<file path="src/design/wss_pkg.sv">
`timescale 1ns / 1ps
// ----------------------------------------------------------------------------
// Word stack with search: shared definitions
// Store geometry, command and status codes, and sequencer states.
// ----------------------------------------------------------------------------
package wss_pkg;

    localparam int DEPTH  = 64;
    localparam int ADDR_W = $clog2(DEPTH);
    localparam int CNT_W  = $clog2(DEPTH + 1);
    localparam int WORD_W = 64;

    localparam logic [1:0] CMD_PUSH   = 2'd0;
    localparam logic [1:0] CMD_POP    = 2'd1;
    localparam logic [1:0] CMD_SEARCH = 2'd2;

    localparam logic [1:0] ST_OK    = 2'd0;
    localparam logic [1:0] ST_FULL  = 2'd1;
    localparam logic [1:0] ST_EMPTY = 2'd2;

    typedef enum logic [2:0] {
        S_IDLE   = 3'b001,
        S_POP    = 3'b010,
        S_SEARCH = 3'b100
    } state_t;

endpackage

</file>
<file path="src/design/wss_ram.sv">
`timescale 1ns / 1ps
// ----------------------------------------------------------------------------
// Generic single-port-write RAM
// One write and one registered read per cycle.
// ----------------------------------------------------------------------------
module wss_ram #(
    parameter int WIDTH = 64,
    parameter int DEPTH = 64
) (
    input  logic                     clk,
    input  logic                     we,
    input  logic [$clog2(DEPTH)-1:0] waddr,
    input  logic [WIDTH-1:0]         wdata,
    input  logic [$clog2(DEPTH)-1:0] raddr,
    output logic [WIDTH-1:0]         rdata
);

    logic [WIDTH-1:0] mem [DEPTH];
    logic [WIDTH-1:0] rdata_reg;

    always_ff @(posedge clk)
    begin
        if (we)
        begin
            mem[waddr] <= wdata;
        end
        rdata_reg <= mem[raddr];
    end

    assign rdata = rdata_reg;

endmodule

</file>
<file path="src/design/word_stack_with_search_unit.sv">
`timescale 1ns / 1ps
// ----------------------------------------------------------------------------
// Word stack with search
// LIFO stack of 64-bit words with a sequential membership search.
// ----------------------------------------------------------------------------
// Usage:
//   A command (cmd, value) transfers at a clock edge where start is high and
//   busy is low. Each command yields one result on popped_word, found,
//   is_empty, depth_used and status, valid for exactly one cycle while done
//   is high; the receiver cannot stall it.
//   Push, unused command, push to full, pop from empty and search of an
//   empty stack show done in the cycle after the transfer, and the next
//   command may transfer in that same cycle. A pop reads the top entry
//   through the store's registered read port into state S_POP, which
//   registers popped_word and done. A search compares one stored entry
//   per cycle through a single comparator fed by the store's read port,
//   bottom up, and stops at the first match or at the top entry.
//   busy is high while a pop or search is in progress.
//   Reset clears the entry count and the sequencer; the store keeps no reset
//   value, and no word read from above the count is used.
// ----------------------------------------------------------------------------
module word_stack_with_search_unit (
    input  logic                      clk,
    input  logic                      rst_n,
    input  logic                      start,
    output logic                      busy,
    input  logic [1:0]                cmd,
    input  logic [63:0]               value,
    output logic                      done,
    output logic [63:0]               popped_word,
    output logic                      found,
    output logic                      is_empty,
    output logic [6:0]                depth_used,
    output logic [1:0]                status
);

    wss_pkg::state_t                 state_reg, state_next;
    logic [wss_pkg::CNT_W-1:0]       count_reg, count_next;
    logic [wss_pkg::ADDR_W-1:0]      idx_reg, idx_next;
    logic [wss_pkg::WORD_W-1:0]      key_reg, key_next;

    logic                            done_reg, done_next;
    logic [wss_pkg::WORD_W-1:0]      popped_reg, popped_next;
    logic                            found_reg, found_next;
    logic [1:0]                      status_reg, status_next;
    logic [wss_pkg::CNT_W-1:0]       depth_reg, depth_next;

    logic                            ram_we;
    logic [wss_pkg::ADDR_W-1:0]      ram_raddr;
    logic [wss_pkg::WORD_W-1:0]      ram_rdata;
    logic [wss_pkg::CNT_W-1:0]       top_cnt;
    logic                            accept;
    logic                            full;

    assign accept  = start && (state_reg == wss_pkg::S_IDLE);
    assign full    = (count_reg == wss_pkg::CNT_W'(wss_pkg::DEPTH));
    assign top_cnt = count_reg - wss_pkg::CNT_W'(1);

    wss_ram #(
        .WIDTH(wss_pkg::WORD_W),
        .DEPTH(wss_pkg::DEPTH)
    ) u_store (
        .clk   (clk),
        .we    (ram_we),
        .waddr (count_reg[wss_pkg::ADDR_W-1:0]),
        .wdata (value),
        .raddr (ram_raddr),
        .rdata (ram_rdata)
    );

    always_comb
    begin
        state_next  = state_reg;
        count_next  = count_reg;
        idx_next    = idx_reg;
        key_next    = key_reg;
        done_next   = 1'b0;
        popped_next = popped_reg;
        found_next  = found_reg;
        status_next = status_reg;
        ram_we      = 1'b0;
        ram_raddr   = idx_reg + wss_pkg::ADDR_W'(1);

        case (state_reg)
            wss_pkg::S_IDLE:
            begin
                ram_raddr = '0;
                if (accept)
                begin
                    key_next    = value;
                    idx_next    = '0;
                    popped_next = '0;
                    found_next  = 1'b0;
                    status_next = wss_pkg::ST_OK;
                    case (cmd)
                        wss_pkg::CMD_PUSH:
                        begin
                            done_next = 1'b1;
                            if (full)
                            begin
                                status_next = wss_pkg::ST_FULL;
                            end
                            else
                            begin
                                ram_we     = 1'b1;
                                count_next = count_reg + wss_pkg::CNT_W'(1);
                            end
                        end
                        wss_pkg::CMD_POP:
                        begin
                            if (count_reg == '0)
                            begin
                                done_next   = 1'b1;
                                status_next = wss_pkg::ST_EMPTY;
                            end
                            else
                            begin
                                ram_raddr  = top_cnt[wss_pkg::ADDR_W-1:0];
                                count_next = top_cnt;
                                state_next = wss_pkg::S_POP;
                            end
                        end
                        wss_pkg::CMD_SEARCH:
                        begin
                            if (count_reg == '0)
                            begin
                                done_next = 1'b1;
                            end
                            else
                            begin
                                state_next = wss_pkg::S_SEARCH;
                            end
                        end
                        default:
                        begin
                            done_next = 1'b1;
                        end
                    endcase
                end
            end
            wss_pkg::S_POP:
            begin
                popped_next = ram_rdata;
                done_next   = 1'b1;
                state_next  = wss_pkg::S_IDLE;
            end
            wss_pkg::S_SEARCH:
            begin
                if (ram_rdata == key_reg)
                begin
                    found_next = 1'b1;
                    done_next  = 1'b1;
                    state_next = wss_pkg::S_IDLE;
                end
                else if ({1'b0, idx_reg} == top_cnt)
                begin
                    done_next  = 1'b1;
                    state_next = wss_pkg::S_IDLE;
                end
                else
                begin
                    idx_next = idx_reg + wss_pkg::ADDR_W'(1);
                end
            end
            default:
            begin
                state_next = wss_pkg::S_IDLE;
            end
        endcase

        depth_next = count_next;
    end

    always_ff @(posedge clk or negedge rst_n)
    begin
        if (!rst_n)
        begin
            state_reg <= wss_pkg::S_IDLE;
            count_reg <= '0;
            done_reg  <= 1'b0;
        end
        else
        begin
            state_reg <= state_next;
            count_reg <= count_next;
            done_reg  <= done_next;
        end
    end

    always_ff @(posedge clk)
    begin
        idx_reg    <= idx_next;
        key_reg    <= key_next;
        popped_reg <= popped_next;
        found_reg  <= found_next;
        status_reg <= status_next;
        if (done_next)
        begin
            depth_reg <= depth_next;
        end
    end

    assign busy        = (state_reg != wss_pkg::S_IDLE);
    assign done        = done_reg;
    assign popped_word = popped_reg;
    assign found       = found_reg;
    assign is_empty    = (depth_reg == '0);
    assign depth_used  = depth_reg;
    assign status      = status_reg;

endmodule

</file>
<file path="config.mk">
export PLATFORM = sky130hd
export DESIGN_NAME = word_stack_with_search_unit
export DESIGN_NICKNAME = d
export VERILOG_FILES = /design/src/design/wss_pkg.sv /design/src/design/wss_ram.sv /design/src/design/word_stack_with_search_unit.sv
export SDC_FILE = /design/constraint.sdc
export NUM_CORES = 2
export LEC_CHECK = 0
export BUFFER_PORTS_ARGS = -buffer_cell sky130_fd_sc_hd__buf_2
export CORE_UTILIZATION = 42
export CTS_CLUSTER_SIZE = 16
export DETAILED_ROUTE_END_ITERATION = 10
export GPL_TIMING_DRIVEN = 0
export SYNTH_ARGS = -nofsm -noshare
export SYNTH_HDL_FRONTEND = slang
export SYNTH_HIERARCHICAL = 1
export SYNTH_SLANG_ARGS = --single-unit
</file>
<file path="constraint.sdc">
create_clock -name clk -period 8.3 [get_ports clk]
set_input_delay 0.415 -clock clk [delete_from_list [all_inputs] [get_ports clk]]
set_output_delay 0.415 -clock clk [all_outputs]
set_load 0.01 [all_outputs]
</file>
* Word-level counts from Yosys, hierarchy flattened
Memories as Yosys holds them, arrays and structs flattened. A register that Yosys moved wholly into a read port is not among the register bits. Cells that the tools add are included.
Storage, ports and cells: register bits 155, memory bits (writable) 4096, input bits 69, output and inout port bits 77, word-level logic and storage cells 82, memories kept 1
Operators by class: $add $sub $neg 3, equality and inequality tests 17, multiplexer cells 40, reduce and logical (&&, ||, !) cells 12
Memories:
- u_store.mem | depth 64, bits a word 64, rd ports 1, clocked after memory_dff 1, wr ports 1, line wss_ram.sv:18 | logic [WIDTH-1:0] mem [DEPTH];
Operators with widths (number):
- case mux 64 bit (2 select lines) | 1
- == test 64 bit | 1
- two-way mux 64 bit | 1
- two-way mux 6 bit | 7
- two-way mux 7 bit | 4
- two-way mux 3 bit | 5
- logical NOT 7 bit | 2
- two-way mux 1 bit | 14
- case mux 7 bit (2 select lines) | 1
- case mux 3 bit (2 select lines) | 2
- case mux 6 bit (2 select lines) | 1
- != test 3 bit (second input constant) | 3
- != test 2 bit (second input constant) | 4
- adder 7 x 1 -> 7 bit (second input constant) | 1
- == test 6 x 7 -> 1 bit | 1
- == test 7 bit (second input constant) | 1
- subtractor 7 x 1 -> 7 bit (second input constant) | 1
- adder 6 x 1 -> 6 bit (second input constant) | 1
- != test 3 x 1 -> 1 bit (second input constant) | 2
- AND reduction 5 bit | 1
- case mux 2 bit (2 select lines) | 1
- AND reduction 2 bit | 2
- AND reduction 4 bit | 1
- nonzero test 2 bit | 2
- other kinds (12) | 12

* Longest topological paths before layout
depth in word-level cells 7, gate-level depth with buffers 15, gate-level depth less buffers 11

* Hierarchy
Netlist, hierarchy kept.
Modules (own cells, without submodules):
- wss_ram | instances 1, cells each 6598, area an instance 156348.7 µm²
- word_stack_with_search_unit | instances 1, cells each 458, area an instance 6666.4 µm²

* Worst setup path after synthesis
No wires, ideal clock.
kind register to register, start register count_reg[0] (netlist name), end memory u_store.mem[48][0], enable pin, arrival time 6.080 ns, slack 1.655 ns, cell stages (with the launch flop) 8, period minus slack after synthesis 6.645 ns, path through dfrtp_1 > inv_1 > ha_1 > nand3_1 > nand2_1 > nor2_1 > nand4b_1 > nor3_1
On the way: cells in the longest elaborated chain, start to end 7
Ends and longest elaborated chain:
- start: declaration | line word_stack_with_search_unit.sv:38 | logic [wss_pkg::CNT_W-1:0] count_reg, count_next;
- start signal: assignment | line word_stack_with_search_unit.sv:185 | count_reg <= count_next;
- == test 7 bit | line word_stack_with_search_unit.sv:56 | assign full = (count_reg == wss_pkg::CNT_W'(wss_pkg::DEPTH));
- two-way mux 1 bit | line word_stack_with_search_unit.sv:99 | if (full)
- two-way mux 1 bit | line word_stack_with_search_unit.sv:95 | case (cmd)
- two-way mux 1 bit | line word_stack_with_search_unit.sv:88 | if (accept)
- two-way mux 1 bit | line word_stack_with_search_unit.sv:84 | case (state_reg)
- via ram_we | line word_stack_with_search_unit.sv:48 | logic ram_we;
- two-way mux 1 bit | line wss_ram.sv:23 | if (we)
- two-way mux 1 bit (not written as such) | line wss_ram.sv:25 | mem[waddr] <= wdata;
- end: declaration | line wss_ram.sv:18
The timed path passes the listed nets, and every way through them passes these cells.

* Worst setup path after layout
start register state_reg[0], end register u_store.rdata_reg[34] (netlist: u_store/rdata[34]), read port of u_store.mem
On the way: cells in the longest elaborated chain, start to end 4
Ends and longest elaborated chain:
- start: declaration | line word_stack_with_search_unit.sv:37 | wss_pkg::state_t state_reg, state_next;
- start signal: assignment | line word_stack_with_search_unit.sv:178 | state_reg <= wss_pkg::S_IDLE;
- start signal: assignment | line word_stack_with_search_unit.sv:184 | state_reg <= state_next;
- == test 3 x 1 -> 1 bit (*) | line word_stack_with_search_unit.sv:55, word_stack_with_search_unit.sv:84
- logical AND 1 bit | line word_stack_with_search_unit.sv:55 | assign accept = start && (state_reg == wss_pkg::S_IDLE);
- two-way mux 6 bit | line word_stack_with_search_unit.sv:88
- two-way mux 6 bit (*) | line word_stack_with_search_unit.sv:84
- via ram_raddr, one bit | line word_stack_with_search_unit.sv:49 | logic [wss_pkg::ADDR_W-1:0] ram_raddr;
- end: declaration | line wss_ram.sv:19 | logic [WIDTH-1:0] rdata_reg;
The timed path passes the listed nets; every way through them passes the cells marked *. A chain may end at the register's enable or synchronous reset.

==> flow_summary.yaml <==
clock_tree:
  worstSkewPairLatency_ns: 1.02
  root_buffer: "clkbuf_16"
  clock-sinks: 4315
  cts_tree: "yes"
  cts_buffers: 429
  htree_num_levels: 5
  cts_setup_buffers: 0
  clk_pin_slew_ns: 0.06
  ctsLongestPathBuffers: 4
power_and_ir_drop:
  cellLeakagePower_uw: 0.0579
  power_uw: 60100
  p_per_area_nw_per_um2: 318
  peakVddDrop_uv: 195
grt:
  track_usage_pct: 23.7
  antenna_found_initial: 51
  grt_pass1_wl_um: 643000
  grt_max_degree: 66
  grt_pass1_vias: 80300
  grt_overflow: 0
setup_path:
  worst_setup_path_start_kind: "flip-flop"
  critPathKind: "flip-flop to flip-flop"
  crit_fanout: 13
  crit_end: "u_store/rdata[34]"
  crit-reg2reg-launch: "state_reg[0]"
  crit_path_start: "state_reg[0]"
  regToRegEndpoint: "u_store/rdata[34]"
  crit_slowest_cell: "o22ai_1"
  reg2reg_depth: 13
  critPathMaxStageDelay_ns: 0.96
  cp.required_ns: 9.14
  cp-end-kind: "flip-flop"
  cp.arrival_ns: 7.99
  rrSetupSlack_ns: 1.15
  crit_chain: "nor3b_2 > nand2_1 > inv_4 > nand3_1 > o22ai_1 > buf_4 > buf_4 > buf_2 > buf_2 > clkbuf_1 > a211oi_1 > o22ai_1 > and3_1"
die:
  die-area_um2: 391000
  die_h_um: 625
  ios: 146
  initial_core_util_pct: 42.2
  rows: 228
  design.core.area_um2: 386000
  die_w_um: 625
logic_synthesis:
  synth_seq_cells: 4315
  netlist_top_cells_area: "edfxtp_1 78%, mux4_2 14%, mux2i_1 0.84%"
  synth_area_leader_cell: "edfxtp_1"
  async_reset_ff_share_pct: 0.255
  ys_warn_count: 6
  synth_edf_count: 4240
  syn_nets: 7133
  synth.cell_area_um2: 163000
  synthCells: 7056
  synth.top_cell.area_share_pct: 78.1
  syn_avg_cell_area_um2: 23.1
  synth_ff_type: "edfxtp_1"
  synth_seq_area_share_pct: 79.1
  yosysUniqueCellTypes: 60
final_layout:
  mostFrequentLayoutCells: "4240 x edfxtp_1, 1024 x mux4_2, 436 x clkbuf_16"
  drive_gt1_share_pct: 28.1
  top_register: "u_store/mem"
  largest_reg_flops: 4096
  layout_commonest_cell: "edfxtp_1"
  syn_to_final_growth_pct: 16.0
  nets: 7940
  final_util_pct: 49.0
outcome:
  status: "finished, violations left"
  violations: "capacitance limit, slew limit"
drt:
  dr.pass1.iters: 6
  vias_per_cell: 6.06
  vias: 81400
  drt-wirelength-per-cell_um: 34.8
  drc_errors: 0
  drtIter0Drc: 11000
  wirelength_um: 468000
  postRouteAntennaNets: 0
sta:
  fmax_mhz: 140
  final.min_clock_period_ns: 7.15
  tightest_slew_ns: 1.60
  setup_slack_ns: 1.15
  finalSetupViolations: 0
  relSlewSlack_pct: -6.53
  drv_slew: 10
  rsz0062_at_grt: "no"
  finalClockSkew_ns: 0.0910
  fin_crit_sh_pct: 86.1
  hold_viol: 0
placed_design:
  place.gp.congestion: 0.888
  port_buffers: 145
  dp_hpwl_um: 315000
  post-place-ws_ns: 1.41
hold_path:
  min-delay-start: "value[25]"
  hp-class: "input port to flip-flop"
job:
  maxCapViolCount: 1
## through the flow
stage	cells	setup TNS [ns]	instance area (µm²)	hold WS, ns
finish	13400	0	189000	0.0216
global route	13400	0	189000	0.00477
CTS	13400	0	189000	0.00190
detailed placement	12600	0	175000	0.298
global placement	12400	-4944.92	170000	0.297
floorplan	7056	0	163000	0.119
## metal layers
metal | GRT usage (%) | routed length (µm)
met5 | 0 | 123
met4 | 9.66 | 23000
met3 | 4.88 | 46300
met2 | 37.2 | 219000
met1 | 32.5 | 179000
## kinds of logic (layout without fill, tap and decap cells)
group / Yosys count / after routing / share of synthesized area (%)
flip-flops: 4315 / 4315 / 79.1
multiplexers: 1161 / 1161 / 15.0
AO/OA/AOI/OAI: 545 / 545 / 2.53
AND/OR/NAND/NOR: 531 / 531 / 1.73
buffers and inverters: 418 / 1582 / 1.21
XOR/XNOR: 78 / 78 / 0.424
adder cells (fa/ha/maj): 8 / 8 / 0.0614
other: 0 / 29 / 0
## area by class of cell
type | count | area, µm²
inverters | 34 | 130
well taps | 5175 | 6470
clock buffers | 556 | 11600
multi-input cells | 2323 | 32700
fillers | 30400 | 197000
repair buffers | 376 | 5320
diodes | 29 | 72.6
plain buffers | 384 | 1850
flip-flops and latches | 4315 | 129000
clock inverters | 232 | 2200
## synth_stat cells, types with 28 or more instances
master    instances
a22o_1           88
o22ai_1          93
buf_4            35
or2_2            30
nor2_1          128
inv_1            34
edfxtp_1       4240
o221ai_1         38
clkbuf_1        150
a22oi_1         168
dfxtp_1          64
buf_2           171
nand2_1          72
nor2b_1          28
xor2_1           66
and3_1           65
nand3_1          55
a211oi_1         64
and2_1           68
mux2i_1         137
mux4_2         1024
or3_1            29
## worst min-delay path by stage
stage / to / slack [ns] / cells past startpoint
finish: u_store/mem[52][25] / 0.02 / 1
global route: u_store/mem[48][25] / 0.005 / 1
CTS: state_reg[0] / 0.002 / 5
detailed placement: done / 0.30 / 1
global placement: done / 0.30 / 1
floorplan: count_reg[0] / 0.12 / 0
## timing repair
item,CTS,global route
setup endpoints to repair,0,0
hold buffers,11,5
endpoints found under the hold margin,160,80
gates resized for setup,0,0
## report_power, final
group	switching [µW]	internal, µW	total [µW]
clock network	8160	10900	19100
registers	354	24500	24800
logic	10100	6070	16100
## worst max-delay path, delay by kind of cell (launching register included)
family          cells  cell delay [ns]
buf+inv             6             2.70
flops               1             0.54
simple gates        4             1.68
compound gates      3             2.07
No activity file was read; power rests on OpenSTA's default activity.
